File: src/rtl/tgad_pkg.sv
// shared types, constants and helpers of the run-length pixel decoder
package tgad_pkg;

   localparam int COORD_BITS = 16;
   localparam logic [15:0] COORD_MASK = 16'((32'd1 << COORD_BITS) - 32'd1);

   localparam logic [7:0] COUNT_MASK  = 8'h7F;
   localparam logic [7:0] REPEAT_FLAG = 8'h80;

   // dividend of the position update is column plus run length
   localparam int DIV_BITS     = 17;
   localparam int DIV_CNT_BITS = $clog2(DIV_BITS + 1);

   typedef enum logic [1:0] {
      PH_HEADER,
      PH_RAW,
      PH_REPEAT
   } phase_type;

   typedef enum logic [2:0] {
      ST_IDLE,
      ST_MUL_TOT,
      ST_MUL_IDX,
      ST_CHECK,
      ST_DIV,
      ST_EMIT
   } state_type;

   typedef enum logic [2:0] {
      CSR_IMAGE_WIDTH,
      CSR_IMAGE_HEIGHT,
      CSR_BYTES_PER_PIXEL,
      CSR_ALPHA_BITS,
      CSR_RLE_MODE,
      CSR_GRAY_EXPAND,
      CSR_FLIP_X,
      CSR_TOP_ORIGIN
   } csr_index_type;

   typedef struct packed {
      logic busy;
      logic done;
   } div_status_type;

   // source bytes that make up one pixel
   function automatic logic [2:0] pixel_bytes(input logic gray, input logic [2:0] bpp);
      logic [2:0] res;
      if (gray || bpp == 3'd0) begin
         res = 3'd1;
      end else if (bpp > 3'd4) begin
         res = 3'd4;
      end else begin
         res = bpp;
      end
      return res;
   endfunction

   // zero size acts as one
   function automatic logic [15:0] eff_dim(input logic [15:0] dim);
      return (dim == 16'd0) ? 16'd1 : dim;
   endfunction

endpackage

File: src/rtl/tga_rle_pixel_decoder.sv
// top level of the run-length pixel stream decoder
// a header byte passes accept, two multiplies and check; a byte that does not end a
//   pixel is only accepted; one that does adds the divider, unless it overflows, and emit
// throughput: one request at a time; the 17 step divider that wraps column into row
//   sets the cost of every pixel or repeat run
// reset: synchronous, active high; registers to defaults, decoder waits for a header
module tga_rle_pixel_decoder (
   input  logic        clock,
   input  logic        reset,
   // configuration
   input  logic        csr_write,
   input  logic [2:0]  csr_index,
   input  logic [15:0] csr_data,
   // request channel
   input  logic        req_valid,
   output logic        req_stall,
   input  logic [7:0]  req_data_byte,
   // response channel
   output logic        rsp_valid,
   input  logic        rsp_stall,
   output logic [31:0] rsp_pixel_value,
   output logic [15:0] rsp_dest_x,
   output logic [15:0] rsp_dest_y,
   output logic [7:0]  rsp_run_length,
   output logic        rsp_end_of_image,
   output logic        rsp_overflow_error
);

   // configuration registers
   logic [15:0] width_ff;
   logic [15:0] height_ff;
   logic [2:0]  bpp_ff;
   logic [3:0]  alpha_ff;
   logic        rle_ff;
   logic        gray_ff;
   logic        flip_x_ff;
   logic        top_origin_ff;

   // sequencer
   tgad_pkg::state_type state_ff, state_in;

   // decoder state
   tgad_pkg::phase_type phase_ff, phase_in;
   logic [7:0]  packet_left_ff, packet_left_in;
   logic        repeat_ff, repeat_in;
   logic [1:0]  byte_index_ff, byte_index_in;
   logic [31:0] acc_ff, acc_in;
   logic [15:0] column_ff, column_in;
   logic [15:0] row_ff, row_in;
   logic        halted_ff, halted_in;

   // per request working registers
   logic [7:0]  hdr_ff, hdr_in;
   logic        is_header_ff, is_header_in;
   logic [7:0]  n_ff, n_in;
   logic [31:0] value_ff, value_in;
   logic [31:0] mul_ff, mul_in;
   logic [31:0] total_ff, total_in;
   logic [15:0] x_ff, x_in;
   logic [15:0] y_ff, y_in;
   logic        ovf_ff, ovf_in;
   logic        eoi_ff, eoi_in;

   // response register
   logic        rsp_valid_ff, rsp_valid_in;
   logic [31:0] rsp_value_ff, rsp_value_in;
   logic [15:0] rsp_x_ff, rsp_x_in;
   logic [15:0] rsp_y_ff, rsp_y_in;
   logic [7:0]  rsp_len_ff, rsp_len_in;
   logic        rsp_eoi_ff, rsp_eoi_in;
   logic        rsp_err_ff, rsp_err_in;

   // helpers
   logic [15:0] w_eff;
   logic [15:0] h_eff;
   logic [2:0]  pbytes;
   logic [31:0] acc_new;
   logic [31:0] fmt_value;
   logic [32:0] end_sum;
   logic        rsp_free;

   // divider link
   logic                                div_start;
   logic [tgad_pkg::DIV_BITS-1:0]       div_dividend;
   tgad_pkg::div_status_type            div_stat;
   logic [tgad_pkg::DIV_BITS-1:0]       div_quot;
   logic [15:0]                         div_rem;

   assign w_eff    = tgad_pkg::eff_dim(width_ff);
   assign h_eff    = tgad_pkg::eff_dim(height_ff);
   assign pbytes   = tgad_pkg::pixel_bytes(gray_ff, bpp_ff);
   // little-endian assembly of the pixel word
   assign acc_new  = acc_ff | ({24'h000000, req_data_byte} << {byte_index_ff, 3'b000});
   // index of the run's last pixel plus one, against the pixel count
   assign end_sum  = {1'b0, mul_ff} + {17'h00000, column_ff} + {25'h0000000, n_ff};
   assign rsp_free = !rsp_valid_ff || !rsp_stall;
   assign div_dividend = {1'b0, column_ff} + {9'h000, n_ff};

   tgad_pixfmt u_pixfmt (
      .acc             (acc_new),
      .gray_expand     (gray_ff),
      .bytes_per_pixel (bpp_ff),
      .alpha_bits      (alpha_ff),
      .pixel_value     (fmt_value)
   );

   // wraps column plus run length into row and column
   tgad_div u_div (
      .clock     (clock),
      .reset     (reset),
      .start     (div_start),
      .dividend  (div_dividend),
      .divisor   (w_eff),
      .status    (div_stat),
      .quotient  (div_quot),
      .remainder (div_rem)
   );

   // configuration writes
   always_ff @(posedge clock) begin
      if (reset) begin
         width_ff      <= 16'd1;
         height_ff     <= 16'd1;
         bpp_ff        <= 3'd4;
         alpha_ff      <= 4'd0;
         rle_ff        <= 1'b0;
         gray_ff       <= 1'b0;
         flip_x_ff     <= 1'b0;
         top_origin_ff <= 1'b0;
      end else if (csr_write) begin
         unique case (tgad_pkg::csr_index_type'(csr_index))
            tgad_pkg::CSR_IMAGE_WIDTH:     width_ff      <= csr_data;
            tgad_pkg::CSR_IMAGE_HEIGHT:    height_ff     <= csr_data;
            tgad_pkg::CSR_BYTES_PER_PIXEL: bpp_ff        <= csr_data[2:0];
            tgad_pkg::CSR_ALPHA_BITS:      alpha_ff      <= csr_data[3:0];
            tgad_pkg::CSR_RLE_MODE:        rle_ff        <= csr_data[0];
            tgad_pkg::CSR_GRAY_EXPAND:     gray_ff       <= csr_data[0];
            tgad_pkg::CSR_FLIP_X:          flip_x_ff     <= csr_data[0];
            tgad_pkg::CSR_TOP_ORIGIN:      top_origin_ff <= csr_data[0];
            default: ;
         endcase
      end
   end

   // sequencer: next state and all register updates but the configuration
   always_comb begin
      state_in       = state_ff;
      phase_in       = phase_ff;
      packet_left_in = packet_left_ff;
      repeat_in      = repeat_ff;
      byte_index_in  = byte_index_ff;
      acc_in         = acc_ff;
      column_in      = column_ff;
      row_in         = row_ff;
      halted_in      = halted_ff;
      hdr_in         = hdr_ff;
      is_header_in   = is_header_ff;
      n_in           = n_ff;
      value_in       = value_ff;
      mul_in         = mul_ff;
      total_in       = total_ff;
      x_in           = x_ff;
      y_in           = y_ff;
      ovf_in         = ovf_ff;
      eoi_in         = eoi_ff;
      div_start      = 1'b0;
      // a waiting response leaves once taken
      rsp_valid_in   = rsp_valid_ff & rsp_stall;
      rsp_value_in   = rsp_value_ff;
      rsp_x_in       = rsp_x_ff;
      rsp_y_in       = rsp_y_ff;
      rsp_len_in     = rsp_len_ff;
      rsp_eoi_in     = rsp_eoi_ff;
      rsp_err_in     = rsp_err_ff;

      unique case (state_ff)
         tgad_pkg::ST_IDLE: begin
            // a halted decoder drops every request
            if (req_valid && !halted_ff) begin
               if (rle_ff && phase_ff == tgad_pkg::PH_HEADER) begin
                  hdr_in       = req_data_byte;
                  n_in         = (req_data_byte & tgad_pkg::COUNT_MASK) + 8'd1;
                  is_header_in = 1'b1;
                  state_in     = tgad_pkg::ST_MUL_TOT;
               end else if ({1'b0, byte_index_ff} + 3'd1 < pbytes) begin
                  acc_in        = acc_new;
                  byte_index_in = byte_index_ff + 2'd1;
               end else begin
                  value_in      = fmt_value;
                  acc_in        = '0;
                  byte_index_in = '0;
                  is_header_in  = 1'b0;
                  state_in      = tgad_pkg::ST_MUL_TOT;
                  if (!rle_ff) begin
                     n_in = 8'd1;
                  end else if (phase_ff == tgad_pkg::PH_REPEAT) begin
                     n_in           = (packet_left_ff != 8'd0) ? packet_left_ff : 8'd1;
                     packet_left_in = 8'd0;
                     phase_in       = tgad_pkg::PH_HEADER;
                  end else begin
                     n_in = 8'd1;
                     if (packet_left_ff <= 8'd1) begin
                        packet_left_in = 8'd0;
                        phase_in       = tgad_pkg::PH_HEADER;
                     end else begin
                        packet_left_in = packet_left_ff - 8'd1;
                     end
                  end
               end
            end
         end
         tgad_pkg::ST_MUL_TOT: begin
            mul_in   = {16'h0000, w_eff} * {16'h0000, h_eff};
            state_in = tgad_pkg::ST_MUL_IDX;
         end
         tgad_pkg::ST_MUL_IDX: begin
            total_in = mul_ff;
            mul_in   = {16'h0000, row_ff} * {16'h0000, w_eff};
            state_in = tgad_pkg::ST_CHECK;
         end
         tgad_pkg::ST_CHECK: begin
            ovf_in = end_sum > {1'b0, total_ff};
            eoi_in = end_sum == {1'b0, total_ff};
            x_in   = (flip_x_ff ? (w_eff - 16'd1 - column_ff) : column_ff)
                     & tgad_pkg::COORD_MASK;
            y_in   = (top_origin_ff ? row_ff : (h_eff - 16'd1 - row_ff))
                     & tgad_pkg::COORD_MASK;
            if (end_sum > {1'b0, total_ff}) begin
               state_in = tgad_pkg::ST_EMIT;
            end else if (is_header_ff) begin
               // packet opens, no response
               packet_left_in = n_ff;
               repeat_in      = (hdr_ff & tgad_pkg::REPEAT_FLAG) != 8'h00;
               phase_in       = ((hdr_ff & tgad_pkg::REPEAT_FLAG) != 8'h00) ?
                                tgad_pkg::PH_REPEAT : tgad_pkg::PH_RAW;
               byte_index_in  = '0;
               acc_in         = '0;
               state_in       = tgad_pkg::ST_IDLE;
            end else begin
               div_start = 1'b1;
               state_in  = tgad_pkg::ST_DIV;
            end
         end
         tgad_pkg::ST_DIV: begin
            if (div_stat.done) begin
               row_in    = row_ff + div_quot[15:0];
               column_in = div_rem;
               state_in  = tgad_pkg::ST_EMIT;
            end
         end
         tgad_pkg::ST_EMIT: begin
            if (rsp_free) begin
               rsp_valid_in = 1'b1;
               rsp_err_in   = ovf_ff;
               rsp_value_in = ovf_ff ? 32'h0 : value_ff;
               rsp_x_in     = ovf_ff ? 16'h0 : x_ff;
               rsp_y_in     = ovf_ff ? 16'h0 : y_ff;
               rsp_len_in   = ovf_ff ? 8'h0 : n_ff;
               rsp_eoi_in   = !ovf_ff && eoi_ff;
               halted_in    = ovf_ff || eoi_ff;
               state_in     = tgad_pkg::ST_IDLE;
            end
         end
         default: begin
            state_in = tgad_pkg::ST_IDLE;
         end
      endcase
   end

   // state register
   always_ff @(posedge clock) begin
      if (reset) begin
         state_ff <= tgad_pkg::ST_IDLE;
      end else begin
         state_ff <= state_in;
      end
   end

   // decoder state and response register
   always_ff @(posedge clock) begin
      if (reset) begin
         phase_ff       <= tgad_pkg::PH_HEADER;
         packet_left_ff <= 8'd0;
         repeat_ff      <= 1'b0;
         byte_index_ff  <= 2'd0;
         acc_ff         <= 32'h0;
         column_ff      <= 16'd0;
         row_ff         <= 16'd0;
         halted_ff      <= 1'b0;
         rsp_valid_ff   <= 1'b0;
      end else begin
         phase_ff       <= phase_in;
         packet_left_ff <= packet_left_in;
         repeat_ff      <= repeat_in;
         byte_index_ff  <= byte_index_in;
         acc_ff         <= acc_in;
         column_ff      <= column_in;
         row_ff         <= row_in;
         halted_ff      <= halted_in;
         rsp_valid_ff   <= rsp_valid_in;
      end
      hdr_ff       <= hdr_in;
      is_header_ff <= is_header_in;
      n_ff         <= n_in;
      value_ff     <= value_in;
      mul_ff       <= mul_in;
      total_ff     <= total_in;
      x_ff         <= x_in;
      y_ff         <= y_in;
      ovf_ff       <= ovf_in;
      eoi_ff       <= eoi_in;
      rsp_value_ff <= rsp_value_in;
      rsp_x_ff     <= rsp_x_in;
      rsp_y_ff     <= rsp_y_in;
      rsp_len_ff   <= rsp_len_in;
      rsp_eoi_ff   <= rsp_eoi_in;
      rsp_err_ff   <= rsp_err_in;
   end

   // one request at a time; a finished response may still wait downstream
   assign req_stall          = state_ff != tgad_pkg::ST_IDLE;
   assign rsp_valid          = rsp_valid_ff;
   assign rsp_pixel_value    = rsp_value_ff;
   assign rsp_dest_x         = rsp_x_ff;
   assign rsp_dest_y         = rsp_y_ff;
   assign rsp_run_length     = rsp_len_ff;
   assign rsp_end_of_image   = rsp_eoi_ff;
   assign rsp_overflow_error = rsp_err_ff;

   // an overflow record carries no run and never closes the image
   a_ovf_record: assert property (@(posedge clock) disable iff (reset)
      rsp_valid && rsp_overflow_error |-> rsp_run_length == 8'd0 && !rsp_end_of_image)
      else $error("overflow record with run or end flag");

   // a good record always covers at least one pixel
   a_run_nonzero: assert property (@(posedge clock) disable iff (reset)
      rsp_valid && !rsp_overflow_error |-> rsp_run_length != 8'd0)
      else $error("empty run in good record");

   // once halted the sequencer stays idle
   a_halt_idle: assert property (@(posedge clock) disable iff (reset)
      halted_ff |-> state_ff == tgad_pkg::ST_IDLE)
      else $error("sequencer active while halted");

   // waiting on the divider only while it works
   a_div_busy: assert property (@(posedge clock) disable iff (reset)
      state_ff == tgad_pkg::ST_DIV |-> div_stat.busy)
      else $error("divider idle during position update");

endmodule

File: src/rtl/tgad_div.sv
// iterative restoring divider, one quotient bit per cycle
module tgad_div (
   input  logic                             clock,
   input  logic                             reset,
   input  logic                             start,
   input  logic [tgad_pkg::DIV_BITS-1:0]    dividend,
   input  logic [15:0]                      divisor,
   output tgad_pkg::div_status_type         status,
   output logic [tgad_pkg::DIV_BITS-1:0]    quotient,
   output logic [15:0]                      remainder
);

   logic                                busy_ff, busy_in;
   logic                                done_ff, done_in;
   logic [tgad_pkg::DIV_CNT_BITS-1:0]   count_ff, count_in;
   logic [15:0]                         rem_ff, rem_in;
   logic [tgad_pkg::DIV_BITS-1:0]       quo_ff, quo_in;
   logic [16:0]                         trial;
   logic                                fits;

   // shared subtract and compare
   assign trial = {rem_ff, quo_ff[tgad_pkg::DIV_BITS-1]};
   assign fits  = trial >= {1'b0, divisor};

   always_comb begin
      busy_in  = busy_ff;
      done_in  = 1'b0;
      count_in = count_ff;
      rem_in   = rem_ff;
      quo_in   = quo_ff;
      if (start) begin
         busy_in  = 1'b1;
         count_in = '0;
         rem_in   = '0;
         quo_in   = dividend;
      end else if (busy_ff) begin
         rem_in   = fits ? 16'(trial - {1'b0, divisor}) : trial[15:0];
         quo_in   = {quo_ff[tgad_pkg::DIV_BITS-2:0], fits};
         count_in = count_ff + tgad_pkg::DIV_CNT_BITS'(1);
         if (count_ff == tgad_pkg::DIV_CNT_BITS'(tgad_pkg::DIV_BITS - 1)) begin
            busy_in = 1'b0;
            done_in = 1'b1;
         end
      end
   end

   always_ff @(posedge clock) begin
      if (reset) begin
         busy_ff  <= 1'b0;
         done_ff  <= 1'b0;
         count_ff <= '0;
      end else begin
         busy_ff  <= busy_in;
         done_ff  <= done_in;
         count_ff <= count_in;
      end
      rem_ff <= rem_in;
      quo_ff <= quo_in;
   end

   assign status.busy = busy_ff | done_ff;
   assign status.done = done_ff;
   assign quotient    = quo_ff;
   assign remainder   = rem_ff;

endmodule

File: src/rtl/tgad_pixfmt.sv
// pixel word formation: byte mask, alpha rotation, gray replication
module tgad_pixfmt (
   input  logic [31:0] acc,
   input  logic        gray_expand,
   input  logic [2:0]  bytes_per_pixel,
   input  logic [3:0]  alpha_bits,
   output logic [31:0] pixel_value
);

   logic [2:0]  pbytes;
   logic [5:0]  pbits;
   logic [31:0] mask;
   logic [31:0] masked;
   logic [31:0] rotated;
   logic        no_rot;

   always_comb begin
      pbytes  = tgad_pkg::pixel_bytes(gray_expand, bytes_per_pixel);
      pbits   = {pbytes, 3'b000};
      // a full word gives a zero shift result, minus one is all ones
      mask    = (32'd1 << pbits) - 32'd1;
      masked  = acc & mask;
      no_rot  = (alpha_bits == 4'd0) || ({2'b00, alpha_bits} >= pbits);
      rotated = ((masked << alpha_bits) | (masked >> (pbits - {2'b00, alpha_bits}))) & mask;
      if (gray_expand) begin
         pixel_value = {8'h00, acc[7:0], acc[7:0], acc[7:0]};
      end else if (no_rot) begin
         pixel_value = masked;
      end else begin
         pixel_value = rotated;
      end
   end

endmodule

File: config.mk
export PLATFORM = sky130hd
export DESIGN_NAME = tga_rle_pixel_decoder
export DESIGN_NICKNAME = d
export VERILOG_FILES = /design/src/rtl/tgad_pkg.sv /design/src/rtl/tga_rle_pixel_decoder.sv /design/src/rtl/tgad_div.sv /design/src/rtl/tgad_pixfmt.sv
export SDC_FILE = /design/constraint.sdc
export NUM_CORES = 2
export LEC_CHECK = 0
export BUFFER_PORTS_ARGS = -buffer_cell sky130_fd_sc_hd__buf_2
export CORE_MARGIN = 2
export CORE_UTILIZATION = 40
export CTS_CLUSTER_SIZE = 25
export DETAILED_ROUTE_END_ITERATION = 7
export PLACE_DENSITY = 0.54
export SYNTH_ARGS = -nofsm -noshare
export SYNTH_HDL_FRONTEND = slang
export SYNTH_SLANG_ARGS = --single-unit
File: constraint.sdc
create_clock -name clock -period 6.32 [get_ports clock]
set_clock_uncertainty 0.2 [all_clocks]
set_input_delay 0.316 -clock clock [delete_from_list [all_inputs] [get_ports clock]]
set_output_delay 0.316 -clock clock [all_outputs]
set_load 0.01 [all_outputs]
# After elaboration in Yosys (flattened, before gate mapping)
# Cells that the tools add are included.
[op_classes]
div_mod_pow = 0
n_eq_ne = 26
mul = 2
shifts = 4
n_mux = 66
reduce_logical = 42
addsub = 16
bitwise_logic = 8
order_cmp = 6
[ops]
columns = ["op", "count"]
rows = [
  ["$mux W32", 6],
  ["$pmux W32 S2", 2],
  ["$mux W8", 13],
  ["$mux W16", 5],
  ["$and A32 B32 Y32", 2],
  ["$mul A16 B16 Y32", 2],
  ["$or A32 B32 Y32", 2],
  ["$sub A16 B16 Y16", 3],
  ["$mux W17", 2],
  ["$add A32 B16 Y33", 1],
  ["$add A33 B8 Y33", 1],
  ["$eq A33 B32 Y1", 1],
  ["$gt A33 B32 Y1", 1],
  ["$logic_not A16 Y1", 2],
  ["$shl A1 B6 Y32 const A", 1],
  ["$shl A32 B4 Y32", 1],
  ["$shl A8 B5 Y32", 1],
  ["$shr A32 B6 Y32", 1],
  ["$sub A16 B1 Y16 const B", 2],
  ["$sub A32 B1 Y32 const B", 1],
  ["$mux W2", 14],
  ["$mux W3", 9],
  ["$mux W24", 1],
  ["$reduce_and A2 Y1", 10],
  ["other kinds (43)", 86],
]
[totals]
latchBits = 0
rom_bits = 0
reg_bits = 385
n_memories = 0
elab_cells = 209
out_inout_bits = 76
ramBits = 0

# Logic depth before layout (Yosys ltp)
[depth]
ltp_word = 11
mapped_depth = 28

# Cells and area by module
# Synthesis repeated with hierarchy kept, for this count alone.
[unflattened]
hier_cells = 4608
hier_area_um2 = 41658.7
[by_module_without_submodules]
columns = ["mod", "seq_area_each_um2", "cells_per_inst", "area_per_inst_um2", "instances"]
rows = [
  ["tga_rle_pixel_decoder", 8908.5, 3685, 34294.1, 1],
  ["tgad_pixfmt", 0.0, 665, 4870.9, 1],
  ["tgad_div", 970.9, 258, 2493.6, 1],
]

# Least setup slack after synthesis
# OpenSTA, ideal clock, no wires.
[synth_timing]
path_type = "register -> register"
startpoint = "register width_ff[8]"
endpoint = "register mul_ff[31] (data pin)"
stages_incl_launch_ff = 25
t_required_ns = 5.860
setup_ns = 0.260
arrival_time_ns = 6.454
slack_ns = -0.594
period_less_slack_ns = 6.914
cell_sequence = "dfxtp_1 > clkbuf_1 > nor4_1 > a41oi_1 > inv_1 > clkbuf_1 > nand2_1 > fa_1 > fa_1 > inv_1 > fa_1 > fa_1 > fa_1 > inv_1 > fa_1 > inv_1 > ha_1 > nand2_1 > o21ai_0 > a31oi_1 > nand3_1 > and4bb_2 > o221a_2 > o31ai_1 > nor3_1"
[synth_between]
elab_chain_cells = 4
[synth_lines]
columns = ["item", "line_no", "text"]
rows = [
  ["start: declaration", "tga_rle_pixel_decoder.sv:30", "logic [15:0] width_ff;"],
  ["start signal: assignment", "tga_rle_pixel_decoder.sv:132", "tgad_pkg::CSR_IMAGE_WIDTH: width_ff <= csr_data;"],
  ["$logic_not A16 Y1", "tgad_pkg.sv:60", "return (dim == 16'd0) ? 16'd1 : dim;"],
  ["$mux W16 *", "tgad_pkg.sv:60", ""],
  ["$mul A16 B16 Y32, on equally long branches", "tga_rle_pixel_decoder.sv:218, tga_rle_pixel_decoder.sv:213", ""],
  ["$pmux W32 S2 *", "tga_rle_pixel_decoder.sv:176", "unique case (state_ff)"],
  ["named net mul_in[31]", "tga_rle_pixel_decoder.sv:57", "logic [31:0] mul_ff, mul_in;"],
  ["end signal: assignment", "tga_rle_pixel_decoder.sv:306", "mul_ff <= mul_in;"],
  ["end: declaration", "tga_rle_pixel_decoder.sv:57", ""],
]
# The timed path passes the listed nets; every way through them passes the cells marked *.
# A chain may end at the register's enable or synchronous reset.

# Worst setup path in the final report
[layout_timing]
startpoint = "register width_ff[10]"
endpoint = "register mul_ff[30] (data pin)"
# The elaborated chain is that of the path after synthesis.

==> run_results.csv <==
group,metric,value,unit
yosys,synthFlopType,"edfxtp_1",
yosys,syn_nets,5249,
critical_path,cp_num_cells,24,
pwr,p_per_area,163,mW/mm²
cells_and_area,nFillCells,9500,
floorplan,core-area,0.100,mm²
floorplan,boundaryPins,108,
yosys,synth_area,0.0403,mm²
cts,htreeDepth,2,
pwr,leakage,21.6,nW
pwr,p_clk_share,36.6,%
critical_path,endpoint,"mul_ff[30]",
sta,setup_slack,-0.270,ns
yosys,ys_warn_count,0,
cells_and_area,areaGrowthSynthToFinish,19.9,%
floorplan,die_area,0.103,mm²
cts,clk_pin_slew,0.07,ns
pwr,p_sw,2.60,mW
sta,fin_crit,6.59,ns
critical_path,rr_worst_depth,24,
placement,place_congestion,0.943,
cts,insertion_delay,0.64,ns
sta,max_slew_margin,20.1,%
routing,drtIter0Drc,2568,
cells_and_area,nets,5635,
floorplan,die_w,321,µm
cells_and_area,layout_commonest_cell,"nand2_1",
yosys,yosysSeqAreaShare,24.5,%
sta,fin_crit_sh,104,%
placement,place_area,0.0450,mm²
run_status,status,"finished, violations left",
cells_and_area,final_area,0.0483,mm²
pwr,internal_power,5.28,mW
floorplan,row_count,116,
sta,finalMaxSlewViolations,0,
routing,vias,33700,
routing,first_pass_iters,6,
global_routing,antenna_found_initial,7,
cells_and_area,fin_cells,6195,
pwr,ir_drop,0.000192,V
pwr,p_sw_share,33.0,%
critical_path,r2r_slack,-0.27,ns
critical_path,critPathMaxStageDelay,0.58,ns
global_routing,grt_start_max_net_pins,77,
critical_path,worstPathRequired,6.49,ns
critical_path,worstSetupStartpoint,"width_ff[10]",
cts,numCtsBuffers,47,
cts,cts_tree,"yes",
yosys,synth_seq_cells,378,
flow_run,maxCapViolations,0,
floorplan,initial_utilization,40.3,%
critical_path,crit_path_max_fanout,5,
yosys,async_flop_share,0,%
routing,via_per_inst,5.43,
run_status,failed_checks,"setup timing",
yosys,synth_edf_count,231,
placement,dp.cells,6046,
hold_path,hp-class,"in2reg",
critical_path,cp_common_cell,"fa_1",
routing,antenna_left,0,
routing,wl_per_cell,21.3,µm
sta,hold_violations,0,
critical_path,r2r-end,"mul_ff[30]",
critical_path,cpLargestDelayFamily,"adder cells",
yosys,ys_types,99,
cells_and_area,final_cell_mix,"nand2_1, inv_1, buf_4",
critical_path,setup.worst_path.end_class,"flop",
placement,dp_hpwl,105000,µm
critical_path,cp-start-kind,"flop",
sta,setup_viol,10,
sta,worstMarginPinSlew,1.20,ns
cts,numClockSinks,378,
critical_path,critPathKind,"reg2reg",
global_routing,grt_pass1_vias,33400,
critical_path,critPathBufInv,7,
global_routing,overflow,0,
yosys,synth_area_per_cell,9.01,µm²
sta,rsz0062_at_grt,"true",
cts,root_buffer,"clkbuf_16",
cells_and_area,drive_above_1_share,18.9,%
critical_path,cp_slowest_cell,"fa_1",
global_routing,grt_pass1_wl,204000,µm
critical_path,worstPathArrival,6.76,ns
pwr,comb_power_share,26.3,%
routing,wl,132000,µm
placement,portBuffers,107,
routing,drc,0,
critical_path,r2r-start,"width_ff[10]",
sta,fmax,152,MHz
yosys,synth_cells,4471,
pwr,seq_power_share,37.0,%
cts,clockBufferDepth,3,
floorplan,die_height,321,µm
global_routing,grt_use_total,25.7,%
critical_path,crit_chain,"buf_12, clkinv_4, nor2_2, fa_1, inv_2, fa_1, inv_2, fa_1, fa_1, fa_1, inv_2, fa_1, inv_1, ha_2, or3_4, nand2b_4, o22ai_2, o31a_1, nor4b_2, o41a_1, a221oi_2, xor2_1, buf_4, mux2i_2",
## power groups by stage
stage	Clock [mW]	Combinational (mW)	Sequential (mW)
floorplan	0	1.43	2.91
global placement	0	1.98	2.96
detailed placement	0	1.99	2.97
CTS	2.95	2.02	2.91
global route	3.04	2.28	2.93
finish	2.89	2.08	2.92
## state kept, by name, indices dropped and copies added (netlist names), 17 cells and up
register,cells
total_ff,32
u_div.quotient,17
mul_ff,32
rsp_pixel_value,32
value_ff,32
acc_ff,32
## metal layers
layer  vias to the layer above  share of wire, %  global-route usage (%)
met2                       999                46                    41.0
met1                     16800                46                    36.7
met5                         -             0.017                       0
met3                       171               5.4                    2.55
li1                      15700                 -                       -
met4                         4               3.2                    8.22
## cells by family after synthesis
logic type                 share of synthesized area, %
other                                           0.00931
buffers and inverters                              8.07
and+or+nand+nor                                    16.3
adders and majority gates                          30.7
DFF                                                24.5
muxes                                              4.34
AOI/OAI and AO/OA                                  12.8
xor gates and xnor gates                           3.24
## per-stage QoR
step                power, mW  hold slack [ns]  util (%)  setup TNS [ns]  setup WS (ns)
global placement         4.94            0.237      45.0           -9.51         -0.433
floorplan                4.34            0.215         -               0        0.00124
finish                   7.88           0.0928      48.3           -1.51         -0.270
CTS                      7.89           0.0489      47.5           -1.58         -0.368
global route             8.25            0.102      48.3           -4.32         -0.474
detailed placement       4.95            0.239      45.0          -10.23         -0.512
## synthesized netlist by cell type (9+ instances only)
cell type / count / share of area (%)
buf_2: 11 / 0.14
buf_1: 13 / 0.12
nor4_1: 14 / 0.22
o22ai_1: 24 / 0.37
o21a_1: 30 / 0.56
edfxtp_1: 231 / 17
a21o_1: 62 / 1.2
nand3_1: 53 / 0.66
a21boi_0: 9 / 0.17
nor2b_1: 99 / 1.5
clkbuf_1: 226 / 2.1
fa_1: 402 / 20
xnor2_1: 91 / 2.0
and3b_1: 9 / 0.20
xor2_1: 58 / 1.3
dfxtp_1: 147 / 7.3
ha_1: 344 / 11
a21oi_1: 243 / 3.0
nor2_1: 343 / 3.2
o31ai_1: 14 / 0.26
nand2_1: 578 / 5.4
nand3b_1: 12 / 0.22
a211o_1: 9 / 0.20
mux4_2: 35 / 2.0
or3_1: 26 / 0.40
inv_1: 584 / 5.4
o211ai_1: 15 / 0.28
a22o_1: 15 / 0.33
a31oi_1: 46 / 0.71
nor3_1: 58 / 0.72
mux2_2: 12 / 0.34
o21ai_1: 11 / 0.14
and3_1: 20 / 0.31
mux2i_1: 78 / 1.9
nand4_1: 24 / 0.37
o21ai_0: 142 / 1.8
a211oi_1: 50 / 0.93
nand2b_1: 24 / 0.37
and2_1: 131 / 2.0
a311oi_1: 11 / 0.24
## worst min-delay path by stage
| stage | start | end | slack (ns) | cells after the start |
|---|---|---|---|---|
| floorplan | req_data_byte[7] | hdr_ff[7] | 0.21 | 0 |
| global placement | mul_ff[12] | total_ff[12] | 0.24 | 0 |
| detailed placement | mul_ff[11] | total_ff[11] | 0.24 | 0 |
| CTS | req_data_byte[1] | acc_ff[17] | 0.05 | 4 |
| global route | req_data_byte[1] | acc_ff[17] | 0.10 | 4 |
| finish | req_data_byte[1] | acc_ff[17] | 0.09 | 4 |
## tightest hold or removal path, stage by stage
cell and delay [ns]:
buf_2 0.19, and2_1 0.19, a31oi_1 0.13, nor2_1 0.05
## timing repair
action / CTS / global route
setup buffers: 18 / 15
endpoints found under the setup margin: 88 / 121
pin swaps: 65 / 88
hold buffers: 29 / 0
gates cloned: 0 / 4
resized for setup: 109 / 158
endpoints found under the hold margin: 53 / 0
## final cells by class
type,instances,area (µm²),area share [%]
multi-input combinational,3240,28100,58.3
sequential,378,9920,20.5
timing repair buffer,593,4680,9.69
inverter,597,2280,4.73
tap,1298,1620,3.36
clock buffer,55,1210,2.50
clock inverter,33,408,0.845
antenna,1,2.50,0.00518
Power figures use the tool's default switching activity.
